$ cat src/rtl/alfm_pkg.sv
`timescale 1ns / 1ps

package alfm_pkg;

   localparam int NumLists     = 16;
   localparam int LinesPerList = 64;

   localparam int ListW  = (NumLists > 1) ? $clog2(NumLists) : 1;
   localparam int CountW = $clog2(LinesPerList + 1);
   localparam int AddrW  = $clog2(2 * NumLists * LinesPerList);
   localparam int Depth  = 2 * NumLists * LinesPerList;

   localparam int OpcodeW = 2;
   localparam int IndexW  = 4;

   typedef enum logic [OpcodeW-1:0] {
      OP_ADD_STD  = 2'd0,
      OP_ADD_EXT  = 2'd1,
      OP_EVAL_STD = 2'd2,
      OP_EVAL_EXT = 2'd3
   } opcode_type;

   localparam logic DEC_PERMIT = 1'b0;
   localparam logic DEC_DENY   = 1'b1;
   localparam logic STS_DONE   = 1'b0;
   localparam logic STS_FULL   = 1'b1;

   // one stored rule; standard rules use only src fields and permit
   typedef struct packed {
      logic        any_protocol;
      logic        permit;
      logic [7:0]  protocol;
      logic [31:0] dst_wild;
      logic [31:0] dst_ip;
      logic [31:0] src_wild;
      logic [31:0] src_ip;
   } rule_type;

   // packet key held during a walk
   typedef struct packed {
      logic        is_ext;
      logic [7:0]  protocol;
      logic [31:0] dst_ip;
      logic [31:0] src_ip;
   } key_type;

endpackage

$ cat src/rtl/alfm_match.sv
`timescale 1ns / 1ps

// Rule compare for one stored entry against the packet key.
module alfm_match (
   input  alfm_pkg::rule_type rule,
   input  alfm_pkg::key_type  key,
   output logic               hit
);

   logic std_hit;
   logic proto_ok;
   logic src_ok;
   logic dst_ok;

   always_comb begin
      std_hit  = ((key.src_ip ^ rule.src_ip) & ~rule.src_wild) == 32'd0;
      // extended stored addresses compare unmasked
      proto_ok = rule.any_protocol || (rule.protocol == key.protocol);
      src_ok   = (key.src_ip & ~rule.src_wild) == rule.src_ip;
      dst_ok   = (key.dst_ip & ~rule.dst_wild) == rule.dst_ip;
      hit      = key.is_ext ? (proto_ok && src_ok && dst_ok) : std_hit;
   end

endmodule

$ cat config.mk
export PLATFORM = sky130hd
export DESIGN_NAME = alfm_match
export DESIGN_NICKNAME = d
export VERILOG_FILES = /design/src/rtl/alfm_pkg.sv /design/src/rtl/alfm_match.sv
export SDC_FILE = /design/constraint.sdc
export NUM_CORES = 1
export LEC_CHECK = 0
export ABC_AREA = 1
export CORE_AREA = 2 2 82 84
export DETAILED_ROUTE_END_ITERATION = 10
export DIE_AREA = 0 0 84 86
export DONT_BUFFER_PORTS = 1
export SYNTH_ARGS = -nofsm -noshare
export SYNTH_HDL_FRONTEND = slang
export SYNTH_SLANG_ARGS = --single-unit
$ cat constraint.sdc
create_clock -name vclk -period 2.11
set_input_delay 0.422 -clock vclk [all_inputs]
set_output_delay 0.422 -clock vclk [all_outputs]
set_load 0.02 [all_outputs]
==> results.md <==
- Outcome: complete, no violations
- Sequential cell area: 0 um2
- Number of global-route vias before repair: 2931
- Setup crit end kind: output port
- Final antenna-violating net count: 0
- Worst hold path stage count: 3
- RSZ-0062 raised after global routing: no
- Mapped Area: 2370 um2
- Weighted congestion reported at the end of routability-driven placement: 0.829
- Final period utilization: 0.885
- Height of the die: ~86 um
- 1st-iter DRT viols: 75
- Layout overhead on the synthesized area: 4.18%
- Net count after synthesis: 753
- Peak Freq: 0.535 GHz
- Most common cell after layout, fill and taps aside: nand2_1
- Post-Syn Area per Cell: 4.37 um2
- Max FO, Critical Path: 3
- Cell taking the most area after synthesis: nand2_1
- Number of slew-limit violations in the final report: 0
- Number of sequential cells: 0
- Quantity of I/O buffers inserted on ports: 0
- I/O Pins: between 200 and 250
- Crit path launch type: input port
- Starting density of the core: 0.377
- # diodes: 0
- Cell row count: 29
- DR WL/cell: 12.2 um
- Sequential Power Share: 0
- Class of the tightest hold or removal check: in -> out
- Power share of the clock group: 0
- Global route overflow: 0
- X dimension of the die: 84 um
- Power density over cell area: ~140 nW/um2
- Share of cells above drive strength 1: 0.0369
- Max-slew headroom at the worst pin: 0.808
- Post-layout total power: between 0.0003 and 0.0004 W
- Final-report setup violation count: 0
- Internal power: 0.000152 W
- Length of the first detailed-routing pass in iterations: 4
- Core utilization of the finished layout: 0.393
- Part of the Yosys area used for sequential elements: 0
- Max-capacitance violation count: 0
- Setup tns final: 0 ns
- Area share of the leading cell type in the synthesized netlist: 0.265
- # nets final: 755
- Critical Setup Path Class: in -> out
- Relative contribution of combinational cells to total power: 1.000
- HPWL after DPL: 7170 um
- Maximum number of pins on one net before global-route repair: 5
- Initial antenna violation count: 0
- DRC violation count after routing: 0
- Transition time at the pin with the least slew margin: roughly 0.29 ns
- Highest-count cells in the layout ignoring fill and taps: 166 x nand2_1, 127 x inv_1, 98 x nor2_1
- Area of the die: between 7000 and 8000 um2
- Number of instances in the synthesized netlist: 542
- Clock period minus worst slack: between 1.5 and 2 ns
- Number of vias after detailed routing: 3020
- Pleak: 1.57 nW
- Psw: 0.000197 W
- Worst vdd rail ir drop: 53.2 uV
- Net switching fraction of the power: 0.565
- Wire length of the first global-routing pass: 11800 um
- Final hold violation count: 0
- Hold Slack: around 1.1 ns
- Total routing resource utilization after global routing: 0.196
- Final WL: 7560 um
- Core footprint: 6280 um2
- Ratio of routed vias to standard cells: 4.88
- Cell variety after synth: 20
- Worst Path Required: approximately 1.7 ns
- Largest cells by area after synthesis: nand2_1 26%, inv_1 20%, nor2_1 16%, nand3_1 7.4%, o21ai_0 7.2%
- Number of synthesis warnings: 0
- Endpoint arrival time on the critical path: 1.45 ns
- Clock buffer count: 0
[layout make-up]
class / count / area (um2)
Fill cell: 724 / 3810
Inverter: 132 / 495
Multi-Input combinational cell: 410 / 1870
Tap cell: 77 / 96.3
[cell families (layout without fill, tap and decap cells)]
kind of cell / after synthesis / count (layout) / synth area share
AOI/OAI and AO/OA: 67 / 67 / 0.160
xor gates and xnor gates: 11 / 11 / 0.0407
and+or+nand+nor: 332 / 332 / 0.590
buffers and inverters: 132 / 132 / 0.209
[worst paths after layout]
path / from / end / slack [ns]
worst min-delay path: key[72] / hit / 1.10
worst max-delay path: rule[8] / hit / 0.24
[power groups by stage]
stage | registers [W] | clock network (W) | logic (W)
floorplan | 0 | 0 | 0.000289
global placement | 0 | 0 | 0.000345
detailed placement | 0 | 0 | 0.000354
CTS | 0 | 0 | 0.000356
global route | 0 | 0 | 0.000418
finish | 0 | 0 | 0.000350
[per-layer routing]
layer  vias to the layer above  global-route usage  share of wire
met1                      1262               0.215           0.39
met4                         0              0.0132         0.0024
met2                       124               0.404           0.52
met3                         2              0.0356          0.080
li1                       1632                   -              -
met5                         -                   0              0
[per-stage QoR]
stage / setup WS, ns / cell area [um2] / std cells
2_1_floorplan: 0.440 / 2370 / 542
3_3_place_gp: 0.235 / 2460 / 619
3_5_place_dp: 0.246 / 2460 / 619
4_1_cts: 0.245 / 2460 / 619
5_1_grt: 0.0210 / 2470 / 619
6_report: 0.242 / 2470 / 619
[Yosys cell counts]
library cell  instances
nor2_1               98
o21ai_1              20
o21ai_2              11
nand3_1              35
or2_0                 1
xor2_1                2
inv_2                 5
o21ai_0              34
nand3b_1             19
xnor2_1               9
nor2_2                1
nor3_1                5
nand3b_2              1
o31ai_1               1
nand3_2               1
nand2_1             167
or2_1                 2
inv_1               127
nand4_1               2
a21oi_1               1
[critical path, stage by stage]
cell	delay, ns
inv_1	0.05
nor2_1	0.04
o21ai_0	0.21
o21ai_0	0.13
nor2_1	0.10
nand2_1	0.05
nor2_1	0.16
nand3_1	0.11
nand2_2	0.15
[what timing repair did]
item / CTS / global route
hold buffers: 0 / 0
gates resized for setup: 0 / 1
buffers inserted: 0 / 0
setup endpoints to repair: 0 / 1
(Power assumes the default switching activity.)
